[src/rtl/psf_pkg.sv]
// Shared types, character codes and lookup functions of the printf subset formatter.
`default_nettype none

package psf_pkg;

    localparam int VALUE_W       = 32;
    localparam int DEC_DIGITS    = 10;
    localparam int HEX_DIGITS    = VALUE_W / 4;
    localparam int NULL_LEN      = 6;
    localparam int BITS_PER_STEP = 4;
    localparam int CONV_STEPS    = VALUE_W / BITS_PER_STEP;
    localparam int STEP_W        = $clog2(CONV_STEPS);
    localparam int PTR_W         = $clog2(DEC_DIGITS);

    localparam logic [1:0] FN_FMT  = 2'd0;
    localparam logic [1:0] FN_STR  = 2'd1;
    localparam logic [1:0] FN_INT  = 2'd2;
    localparam logic [1:0] FN_NULL = 2'd3;

    localparam logic [7:0] CH_NUL   = 8'h00;
    localparam logic [7:0] CH_PCT   = 8'h25;
    localparam logic [7:0] CH_MINUS = 8'h2d;
    localparam logic [7:0] CH_S     = 8'h73;
    localparam logic [7:0] CH_D     = 8'h64;
    localparam logic [7:0] CH_X     = 8'h78;

    // what one result carries
    typedef enum logic [2:0] {
        SEL_CHAR  = 3'd0,
        SEL_PCT   = 3'd1,
        SEL_MINUS = 3'd2,
        SEL_NULL  = 3'd3,
        SEL_DIG   = 3'd4,
        SEL_CNT   = 3'd5,
        SEL_ERR   = 3'd6
    } t_sel;

    typedef struct packed {
        logic load_char;
        logic load_dec;
        logic load_hex;
        logic conv_step;
        logic ptr_find;
        logic ptr_null;
        logic ptr_dec;
        logic emit;
        t_sel sel;
        logic last;
    } t_dp_cmd;

    typedef struct packed {
        logic out_free;
        logic ptr_zero;
    } t_dp_sts;

    function automatic logic [7:0] digit_char(input logic [3:0] d);
        logic [7:0] c;
        case (d)
            4'd0:  c = 8'h30;
            4'd1:  c = 8'h31;
            4'd2:  c = 8'h32;
            4'd3:  c = 8'h33;
            4'd4:  c = 8'h34;
            4'd5:  c = 8'h35;
            4'd6:  c = 8'h36;
            4'd7:  c = 8'h37;
            4'd8:  c = 8'h38;
            4'd9:  c = 8'h39;
            4'd10: c = 8'h61;
            4'd11: c = 8'h62;
            4'd12: c = 8'h63;
            4'd13: c = 8'h64;
            4'd14: c = 8'h65;
            default: c = 8'h66;
        endcase
        return c;
    endfunction

    // "(null)" read with a down-counting index: 5 gives the first character
    function automatic logic [7:0] null_char(input logic [2:0] idx);
        logic [7:0] c;
        case (idx)
            3'd5:    c = 8'h28;
            3'd4:    c = 8'h6e;
            3'd3:    c = 8'h75;
            3'd2:    c = 8'h6c;
            3'd1:    c = 8'h6c;
            3'd0:    c = 8'h29;
            default: c = 8'h29;
        endcase
        return c;
    endfunction

endpackage

`default_nettype wire

[src/rtl/psf_ctrl.sv]
// Controller of the printf subset formatter: format parse mode and result sequencing.
`default_nettype none

module psf_ctrl (
    input  wire logic                  i_clk,
    input  wire logic                  i_rst_n,
    input  wire logic                  i_valid,
    input  wire logic [1:0]            i_func,
    input  wire logic [7:0]            i_char,
    input  wire logic                  i_sign,
    input  wire psf_pkg::t_dp_sts      i_sts,
    output psf_pkg::t_dp_cmd           o_cmd,
    output logic                       o_ready
);

    typedef enum logic [5:0] {
        M_IDLE   = 6'b000001,
        M_PCT    = 6'b000010,
        M_SFIRST = 6'b000100,
        M_SBODY  = 6'b001000,
        M_DEC    = 6'b010000,
        M_HEX    = 6'b100000
    } t_mode;

    typedef enum logic [9:0] {
        ST_IDLE  = 10'b0000000001,
        ST_ERR   = 10'b0000000010,
        ST_CHAR  = 10'b0000000100,
        ST_CNT   = 10'b0000001000,
        ST_PCT   = 10'b0000010000,
        ST_NULL  = 10'b0000100000,
        ST_CONV  = 10'b0001000000,
        ST_FIND  = 10'b0010000000,
        ST_MINUS = 10'b0100000000,
        ST_DIG   = 10'b1000000000
    } t_state;

    t_state                      r_state, n_state;
    t_state                      r_after, n_after;
    t_mode                       r_mode, n_mode;
    logic                        r_neg, n_neg;
    logic [psf_pkg::STEP_W-1:0]  r_step, n_step;

    always_comb begin
        n_state = r_state;
        n_after = r_after;
        n_mode  = r_mode;
        n_neg   = r_neg;
        n_step  = r_step;
        o_cmd   = '0;
        o_ready = (r_state == ST_IDLE);
        unique case (r_state)
            ST_IDLE: begin
                if (i_valid) begin
                    o_cmd.load_char = 1'b1;
                    unique case (r_mode) inside
                        M_IDLE: begin
                            if (i_func != psf_pkg::FN_FMT) begin
                                n_state = ST_ERR;
                            end else if (i_char == psf_pkg::CH_NUL) begin
                                n_state = ST_CNT;
                            end else if (i_char == psf_pkg::CH_PCT) begin
                                n_mode = M_PCT;
                            end else begin
                                n_state = ST_CHAR;
                            end
                        end
                        M_PCT: begin
                            if (i_func != psf_pkg::FN_FMT) begin
                                n_state = ST_ERR;
                            end else if (i_char == psf_pkg::CH_S) begin
                                n_mode = M_SFIRST;
                            end else if (i_char == psf_pkg::CH_D) begin
                                n_mode = M_DEC;
                            end else if (i_char == psf_pkg::CH_X) begin
                                n_mode = M_HEX;
                            end else begin
                                // emit '%'; a non-'%' byte is then plain format text
                                n_mode  = M_IDLE;
                                n_state = ST_PCT;
                                if (i_char == psf_pkg::CH_PCT) begin
                                    n_after = ST_IDLE;
                                end else if (i_char == psf_pkg::CH_NUL) begin
                                    n_after = ST_CNT;
                                end else begin
                                    n_after = ST_CHAR;
                                end
                            end
                        end
                        M_SFIRST, M_SBODY: begin
                            if (i_func == psf_pkg::FN_STR) begin
                                if (i_char == psf_pkg::CH_NUL) begin
                                    n_mode = M_IDLE;
                                end else begin
                                    n_mode  = M_SBODY;
                                    n_state = ST_CHAR;
                                end
                            end else if (i_func == psf_pkg::FN_NULL && r_mode == M_SFIRST) begin
                                n_mode         = M_IDLE;
                                n_state        = ST_NULL;
                                o_cmd.ptr_null = 1'b1;
                            end else begin
                                n_state = ST_ERR;
                            end
                        end
                        M_DEC: begin
                            if (i_func != psf_pkg::FN_INT) begin
                                n_state = ST_ERR;
                            end else begin
                                n_mode         = M_IDLE;
                                n_state        = ST_CONV;
                                n_step         = '0;
                                n_neg          = i_sign;
                                o_cmd.load_dec = 1'b1;
                            end
                        end
                        M_HEX: begin
                            if (i_func != psf_pkg::FN_INT) begin
                                n_state = ST_ERR;
                            end else begin
                                n_mode         = M_IDLE;
                                n_state        = ST_FIND;
                                n_neg          = 1'b0;
                                o_cmd.load_hex = 1'b1;
                            end
                        end
                        default: begin
                            n_mode  = M_IDLE;
                            n_state = ST_ERR;
                        end
                    endcase
                end
            end
            ST_ERR: begin
                o_cmd.emit = 1'b1;
                o_cmd.sel  = psf_pkg::SEL_ERR;
                o_cmd.last = 1'b1;
                if (i_sts.out_free) begin
                    n_state = ST_IDLE;
                end
            end
            ST_CHAR: begin
                o_cmd.emit = 1'b1;
                o_cmd.sel  = psf_pkg::SEL_CHAR;
                o_cmd.last = 1'b1;
                if (i_sts.out_free) begin
                    n_state = ST_IDLE;
                end
            end
            ST_CNT: begin
                o_cmd.emit = 1'b1;
                o_cmd.sel  = psf_pkg::SEL_CNT;
                o_cmd.last = 1'b1;
                if (i_sts.out_free) begin
                    n_state = ST_IDLE;
                end
            end
            ST_PCT: begin
                o_cmd.emit = 1'b1;
                o_cmd.sel  = psf_pkg::SEL_PCT;
                o_cmd.last = (r_after == ST_IDLE);
                if (i_sts.out_free) begin
                    n_state = r_after;
                end
            end
            ST_NULL: begin
                o_cmd.emit    = 1'b1;
                o_cmd.sel     = psf_pkg::SEL_NULL;
                o_cmd.ptr_dec = 1'b1;
                o_cmd.last    = i_sts.ptr_zero;
                if (i_sts.out_free && i_sts.ptr_zero) begin
                    n_state = ST_IDLE;
                end
            end
            ST_CONV: begin
                o_cmd.conv_step = 1'b1;
                n_step          = r_step + psf_pkg::STEP_W'(1);
                if (r_step == psf_pkg::STEP_W'(psf_pkg::CONV_STEPS - 1)) begin
                    n_state = ST_FIND;
                end
            end
            ST_FIND: begin
                o_cmd.ptr_find = 1'b1;
                n_state        = r_neg ? ST_MINUS : ST_DIG;
            end
            ST_MINUS: begin
                o_cmd.emit = 1'b1;
                o_cmd.sel  = psf_pkg::SEL_MINUS;
                if (i_sts.out_free) begin
                    n_state = ST_DIG;
                end
            end
            ST_DIG: begin
                o_cmd.emit    = 1'b1;
                o_cmd.sel     = psf_pkg::SEL_DIG;
                o_cmd.ptr_dec = 1'b1;
                o_cmd.last    = i_sts.ptr_zero;
                if (i_sts.out_free && i_sts.ptr_zero) begin
                    n_state = ST_IDLE;
                end
            end
            default: begin
                n_state = ST_IDLE;
            end
        endcase
    end

    always_ff @(posedge i_clk) begin
        if (!i_rst_n) begin
            r_state <= ST_IDLE;
            r_after <= ST_IDLE;
            r_mode  <= M_IDLE;
            r_neg   <= 1'b0;
            r_step  <= '0;
        end else begin
            r_state <= n_state;
            r_after <= n_after;
            r_mode  <= n_mode;
            r_neg   <= n_neg;
            r_step  <= n_step;
        end
    end

endmodule

`default_nettype wire

[src/rtl/psf_datapath.sv]
// Datapath of the printf subset formatter: digit conversion, character count, result register.
`default_nettype none

module psf_datapath #(
    parameter int COUNT_WIDTH = 31
) (
    input  wire logic                          i_clk,
    input  wire logic                          i_rst_n,
    input  wire logic [7:0]                    i_char,
    input  wire logic [psf_pkg::VALUE_W-1:0]   i_value,
    input  wire psf_pkg::t_dp_cmd              i_cmd,
    output psf_pkg::t_dp_sts                   o_sts,
    input  wire logic                          i_stall,
    output logic                               o_valid,
    output logic [7:0]                         o_out_char,
    output logic                               o_is_count,
    output logic [COUNT_WIDTH-1:0]             o_count,
    output logic                               o_error,
    output logic                               o_last
);

    logic [7:0]                      r_char;
    logic [psf_pkg::VALUE_W-1:0]     r_bin;
    logic [3:0]                      r_dig [psf_pkg::DEC_DIGITS];
    logic [psf_pkg::PTR_W-1:0]       r_ptr;
    logic [COUNT_WIDTH-1:0]          r_count;
    logic                            r_ovalid;
    logic [7:0]                      r_ochar;
    logic                            r_ois_count;
    logic [COUNT_WIDTH-1:0]          r_ocount;
    logic                            r_oerror;
    logic                            r_olast;

    logic                            out_free;
    logic                            fire;
    logic [COUNT_WIDTH-1:0]          cnt_inc;
    logic [psf_pkg::VALUE_W-1:0]     mag;
    logic [3:0]                      conv_dig [psf_pkg::DEC_DIGITS];
    logic [psf_pkg::VALUE_W-1:0]     conv_bin;
    logic [3:0]                      hex_dig [psf_pkg::DEC_DIGITS];
    logic [psf_pkg::PTR_W-1:0]       lead;
    logic [7:0]                      n_ochar;

    assign out_free       = !r_ovalid || !i_stall;
    assign fire           = i_cmd.emit && out_free;
    assign cnt_inc        = (&r_count) ? r_count : r_count + COUNT_WIDTH'(1);
    assign mag            = i_value[psf_pkg::VALUE_W-1] ? (~i_value + psf_pkg::VALUE_W'(1))
                                                        : i_value;
    assign o_sts.out_free = out_free;
    assign o_sts.ptr_zero = (r_ptr == '0);

    // four double-dabble bit steps per cycle
    always_comb begin
        conv_dig = r_dig;
        conv_bin = r_bin;
        for (int b = 0; b < psf_pkg::BITS_PER_STEP; b++) begin
            for (int d = 0; d < psf_pkg::DEC_DIGITS; d++) begin
                if (conv_dig[d] >= 4'd5) begin
                    conv_dig[d] = conv_dig[d] + 4'd3;
                end
            end
            for (int d = psf_pkg::DEC_DIGITS - 1; d > 0; d--) begin
                conv_dig[d] = {conv_dig[d][2:0], conv_dig[d-1][3]};
            end
            conv_dig[0] = {conv_dig[0][2:0], conv_bin[psf_pkg::VALUE_W-1]};
            conv_bin    = {conv_bin[psf_pkg::VALUE_W-2:0], 1'b0};
        end
    end

    always_comb begin
        for (int d = 0; d < psf_pkg::DEC_DIGITS; d++) begin
            hex_dig[d] = 4'd0;
        end
        for (int d = 0; d < psf_pkg::HEX_DIGITS; d++) begin
            hex_dig[d] = i_value[d*4 +: 4];
        end
    end

    // highest nonzero digit; zero prints as a single digit
    always_comb begin
        lead = '0;
        for (int d = 0; d < psf_pkg::DEC_DIGITS; d++) begin
            if (r_dig[d] != 4'd0) begin
                lead = psf_pkg::PTR_W'(d);
            end
        end
    end

    always_comb begin
        unique case (i_cmd.sel)
            psf_pkg::SEL_CHAR:  n_ochar = r_char;
            psf_pkg::SEL_PCT:   n_ochar = psf_pkg::CH_PCT;
            psf_pkg::SEL_MINUS: n_ochar = psf_pkg::CH_MINUS;
            psf_pkg::SEL_NULL:  n_ochar = psf_pkg::null_char(r_ptr[2:0]);
            psf_pkg::SEL_DIG:   n_ochar = psf_pkg::digit_char(r_dig[r_ptr]);
            default:            n_ochar = psf_pkg::CH_NUL;
        endcase
    end

    always_ff @(posedge i_clk) begin
        if (!i_rst_n) begin
            r_ovalid <= 1'b0;
            r_count  <= '0;
        end else begin
            if (fire) begin
                r_ovalid <= 1'b1;
            end else if (!i_stall) begin
                r_ovalid <= 1'b0;
            end
            if (fire) begin
                if (i_cmd.sel == psf_pkg::SEL_CNT) begin
                    r_count <= '0;
                end else if (i_cmd.sel != psf_pkg::SEL_ERR) begin
                    r_count <= cnt_inc;
                end
            end
        end
    end

    always_ff @(posedge i_clk) begin
        if (fire) begin
            r_ochar     <= n_ochar;
            r_ois_count <= (i_cmd.sel == psf_pkg::SEL_CNT);
            r_oerror    <= (i_cmd.sel == psf_pkg::SEL_ERR);
            r_olast     <= i_cmd.last;
            r_ocount    <= (i_cmd.sel == psf_pkg::SEL_CNT || i_cmd.sel == psf_pkg::SEL_ERR)
                           ? r_count : cnt_inc;
        end
        if (i_cmd.load_char) begin
            r_char <= i_char;
        end
        if (i_cmd.load_dec) begin
            r_bin <= mag;
            for (int d = 0; d < psf_pkg::DEC_DIGITS; d++) begin
                r_dig[d] <= 4'd0;
            end
        end else if (i_cmd.load_hex) begin
            r_dig <= hex_dig;
        end else if (i_cmd.conv_step) begin
            r_bin <= conv_bin;
            r_dig <= conv_dig;
        end
        if (i_cmd.ptr_null) begin
            r_ptr <= psf_pkg::PTR_W'(psf_pkg::NULL_LEN - 1);
        end else if (i_cmd.ptr_find) begin
            r_ptr <= lead;
        end else if (i_cmd.ptr_dec && fire && r_ptr != '0) begin
            r_ptr <= r_ptr - psf_pkg::PTR_W'(1);
        end
    end

    assign o_valid    = r_ovalid;
    assign o_out_char = r_ochar;
    assign o_is_count = r_ois_count;
    assign o_count    = r_ocount;
    assign o_error    = r_oerror;
    assign o_last     = r_olast;

endmodule

`default_nettype wire

[src/rtl/printf_subset_formatter.sv]
// Top level of the printf subset formatter: controller and datapath.
//
//  channel   direction  handshake            payload
//  input     in         i_valid / o_stall    i_func, i_char, i_value
//  result    out        o_valid / i_stall    o_out_char, o_is_count, o_count, o_error, o_last
//
// One item at a time: accept, then one result per cycle while the output is free.
// Plain characters, counts and errors each give one result; "(null)" gives six.
// %d runs through the 4-bit-per-cycle BCD converter, then the leading digit is found,
// then the characters come out. %x skips the converter.
// Synchronous active-low reset clears the parse mode and the character count.
// A stalled result holds the sequencer; input stall stays high until the item is done.
`default_nettype none

module printf_subset_formatter #(
    parameter int COUNT_WIDTH = 31
) (
    input  wire logic                          i_clk,
    input  wire logic                          i_rst_n,
    input  wire logic                          i_valid,
    output logic                               o_stall,
    input  wire logic [1:0]                    i_func,
    input  wire logic [7:0]                    i_char,
    input  wire logic [psf_pkg::VALUE_W-1:0]   i_value,
    output logic                               o_valid,
    input  wire logic                          i_stall,
    output logic [7:0]                         o_out_char,
    output logic                               o_is_count,
    output logic [COUNT_WIDTH-1:0]             o_count,
    output logic                               o_error,
    output logic                               o_last
);

    psf_pkg::t_dp_cmd cmd;
    psf_pkg::t_dp_sts sts;
    logic             ready;

    assign o_stall = !ready;

    psf_ctrl u_ctrl (
        .i_clk   (i_clk),
        .i_rst_n (i_rst_n),
        .i_valid (i_valid),
        .i_func  (i_func),
        .i_char  (i_char),
        .i_sign  (i_value[psf_pkg::VALUE_W-1]),
        .i_sts   (sts),
        .o_cmd   (cmd),
        .o_ready (ready)
    );

    psf_datapath #(
        .COUNT_WIDTH (COUNT_WIDTH)
    ) u_datapath (
        .i_clk      (i_clk),
        .i_rst_n    (i_rst_n),
        .i_char     (i_char),
        .i_value    (i_value),
        .i_cmd      (cmd),
        .o_sts      (sts),
        .i_stall    (i_stall),
        .o_valid    (o_valid),
        .o_out_char (o_out_char),
        .o_is_count (o_is_count),
        .o_count    (o_count),
        .o_error    (o_error),
        .o_last     (o_last)
    );

endmodule

`default_nettype wire

[config.mk]
export PLATFORM = sky130hd
export DESIGN_NAME = printf_subset_formatter
export DESIGN_NICKNAME = d
export VERILOG_FILES = /design/src/rtl/psf_pkg.sv /design/src/rtl/psf_ctrl.sv /design/src/rtl/psf_datapath.sv /design/src/rtl/printf_subset_formatter.sv
export SDC_FILE = /design/constraint.sdc
export NUM_CORES = 1
export LEC_CHECK = 0
export ABC_AREA = 1
export BUFFER_PORTS_ARGS = -buffer_cell sky130_fd_sc_hd__buf_2
export CAP_MARGIN = 40
export CORE_MARGIN = 2
export CORE_UTILIZATION = 55
export DETAILED_ROUTE_END_ITERATION = 8
export PLACE_DENSITY = 0.76
export RECOVER_POWER = 100
export REMOVE_ABC_BUFFERS = 1
export SLEW_MARGIN = 20
export SYNTH_ARGS = -nofsm -noshare
export SYNTH_HDL_FRONTEND = slang
export SYNTH_SLANG_ARGS = --single-unit
[constraint.sdc]
create_clock -name i_clk -period 3.2 [get_ports i_clk]
set_input_delay 0.64 -clock i_clk [delete_from_list [all_inputs] [get_ports i_clk]]
set_output_delay 0.64 -clock i_clk [all_outputs]
set_load 0.01 [all_outputs]
==> flow_summary.ini <==
[yosys]
synth.lib_cells_used.distinct = 70
synth.yosys.seq_area_share_pct = 31.29
postSynthRegisterBits = 181
yosys_warnings = 0
post_syn_instances = 2044
synth_area_sq_um = 14200
synthesis.area_per_instance_sq_um = 6.948

[clocking]
clock_buffer_depth = 2
cts.sinks = 181
root_buffer = clkbuf_16
tritoncts = yes
postCtsHoldBufs = 0
cts.clk_slew.worst_paths_ns = 0.08
worstSkewPairLatency_ns = 0.45
tritoncts.num_buffers = 17
total_number_of_h_tree_levels = 4

[placement]
hpwl_mm = 27.91
gp_congestion = 0.9104
io_buffers = 89

[sta]
worst_slew_margin_rel_pct = 55.40
setup-violations-final = 4
tightestPinTransition_ns = 0.6666
fin_worst_skew_ns = 0.01113
grt_setup_unrepaired = true
report.final.hold_viol_count = 0
final_critical_path_setup_slack_ns = -0.1483
final_period_demand_of_the_worst_path_ns = 3.348
final_min_period_over_clock_period_pct = 104.6
clock.fmax_mhz = 298.7
max_slew_violation_count = 0

[grt]
grt_max_degree = 73
antenna_found_initial = 0
globalRouteMet3Util_pct = 3.666
global_route.usage.met2_pct = 48.55
grt-busiest-layer = met2
groute.usage.overall_pct = 27.99
grt_pass1_wl_mm = 62.00
number_of_global_route_vias_before_repair = 13333
global_route.usage.met1_pct = 35.18
globalRoute.totalOverflow = 0

[critical_path]
worstSetupStartpointType = flop
critPathMaxFanout = 3
worst_path_most_repeated_cell = inv_2
worstSetupEndpointType = flop
path_delay_family = adder cells
arrival_ns = 3.69
worstPathRequired_ns = 3.54
slowest_stage_cell_cp = dfxtp_2
slowest_delay_ns = 0.36
critPathKind = reg2reg
timing.critical_path.buf_inv = 5

[drt]
route.detailed.wl_per_inst_um = 15.54
detail_route.drc_violations = 0
detail_route.first_pass.iterations = 6
drt_first_iter_violations = 1285
ant_nets = 0
dr_total_vias = 14526
viasPerCell = 5.676
finalWirelength_mm = 39.76

[layout]
layout.cells.most_common_list = nand2_1 (425), inv_1 (255), nor2_1 (151), nand3_1 (138), a21oi_1 (107)
antenna_cells_inserted = 0
layout.core_utilization_pct = 67.63
final_common_cell = nand2_1
drive_gt1_share_pct = 23.37
num-nets-final = 2320
area_growth_pct = 20.26

[floorplan]
die_width_um = 164.7
dieHeight_um = 164.7
core_area_sq_um = 25250
initial_utilization_pct = 56.24
placement_rows = 58
i_o_pin_total = 90
die_area_sq_um = 27120

[hold_path]
worst_hold_path_type = in2reg

[status]
violations_in_the_final_reports = negative setup slack
status = finished with violations

[run]
cap_violations = 0
-- through the flow --
step	area (sq um)	std cells	setup TNS (ns)	hold slack, ns	setup WS (ns)
finish	17080	2559	-0.2822	0.4322	-0.1483
global placement	15360	2482	-0.2090	0.4497	-0.1288
CTS	16200	2529	-0.1725	0.3849	-0.08548
floorplan	13980	1998	-2.221	0.4359	-0.2316
global route	17080	2559	-7.579	0.4218	-0.3131
detailed placement	15360	2482	-1.060	0.4633	-0.2509
-- layer usage --
layer	vias up	share of wire, %
met1	6771	41
met5	-	0
met2	526	50
met3	125	5.4
met4	0	3.6
li1	7104	-
-- logic make-up (layout without fill, tap and decap cells) --
| group | after synthesis | count (layout) | synth area share (%) |
|---|---|---|---|
| simple gates | 1009 | 1009 | 34.07 |
| buf+inv | 368 | 553 | 10.07 |
| compound gates | 354 | 354 | 14.48 |
| flops | 181 | 181 | 31.29 |
| xor+xnor | 72 | 72 | 4.837 |
| fa+ha+maj | 58 | 58 | 5.110 |
| mux | 2 | 2 | 0.1410 |
-- timing repair --
| action | CTS | global route |
|---|---|---|
| pin swaps | 19 | 68 |
| resized for setup | 47 | 201 |
| cloned | 0 | 0 |
| endpoints found under the setup margin | 11 | 23 |
| buffers inserted | 15 | 31 |
-- layout make-up --
cell class              count  area (sq um)
fillers                  2042          8174
multi-input cells        1495          9123
repair buffers            199          1250
clock buffers              18         429.2
inverters                 322          1224
well taps                 330         412.9
clock inverters            14         153.9
flip-flops and latches    181          4488
-- Yosys cell counts, drive strengths merged --
cell type	n	area share, %
a211o	1	0.062
a211oi	6	0.39
a21boi	2	0.11
a21o	5	0.26
a21oi	116	4.1
a221oi	2	0.17
a22oi	1	0.053
a31o	1	0.062
a31oi	14	0.62
and2	15	0.71
and3	2	0.088
and3b	1	0.062
buf	20	0.85
clkbuf	26	0.69
clkinv	4	0.11
dfxtp	99	14
edfxtp	82	17
ha	58	5.1
inv	318	8.4
mux2i	2	0.14
nand2	528	15
nand3	185	7.7
nand3b	7	0.48
nand4	46	2.1
nor2	163	4.6
nor3	37	1.6
nor4	14	0.77
o2111ai	2	0.12
o211a	2	0.14
o211ai	16	0.88
o21a	2	0.11
o21ai	140	5.3
o21bai	6	0.32
o221ai	3	0.19
o22a	1	0.062
o22ai	27	1.2
o311ai	1	0.062
o31ai	4	0.21
o41ai	2	0.12
or2	11	0.48
xnor2	3	0.19
xor2	69	4.7
-- worst paths after layout --
check	from	to	slack (ns)	cells past startpoint
max reg2reg	u_datapath.r_dig[5]$_SDFFE_PP0P_	u_datapath.r_dig[6]$_SDFFE_PP0P_	-0.15	25
min	i_char[7]	u_datapath.r_char[7]$_DFFE_PP_	0.43	1
min reg2reg	u_datapath.r_count[30]$_SDFFE_PN0P_	u_datapath.r_count[30]$_SDFFE_PN0P_	0.47	2
max	u_datapath.r_dig[5]$_SDFFE_PP0P_	u_datapath.r_dig[6]$_SDFFE_PP0P_	-0.15	25
-- state kept, by name, summed over array words and instances, names as in the netlist, 6 cells and up --
signal and flops:
u_ctrl.r_mode 6, u_ctrl.r_state 10, u_datapath.o_count 31, u_datapath.o_out_char 8
u_datapath.r_bin 32, u_datapath.r_char 8, u_datapath.r_count 31, u_datapath.r_dig 40
-- worst reg2reg max path: cells and delay by family (launching register included) --
family          cells  cell delay [ns]
compound gates      4             0.51
xor+xnor            3             0.56
fa+ha+maj           4             0.77
buf+inv             5             0.23
flops               1             0.36
mux                 1             0.14
simple gates        8             0.67
Power is left out: the tool's default activity adds up to more than one toggle a clock period on the data nets, which glitch-free logic cannot reach.
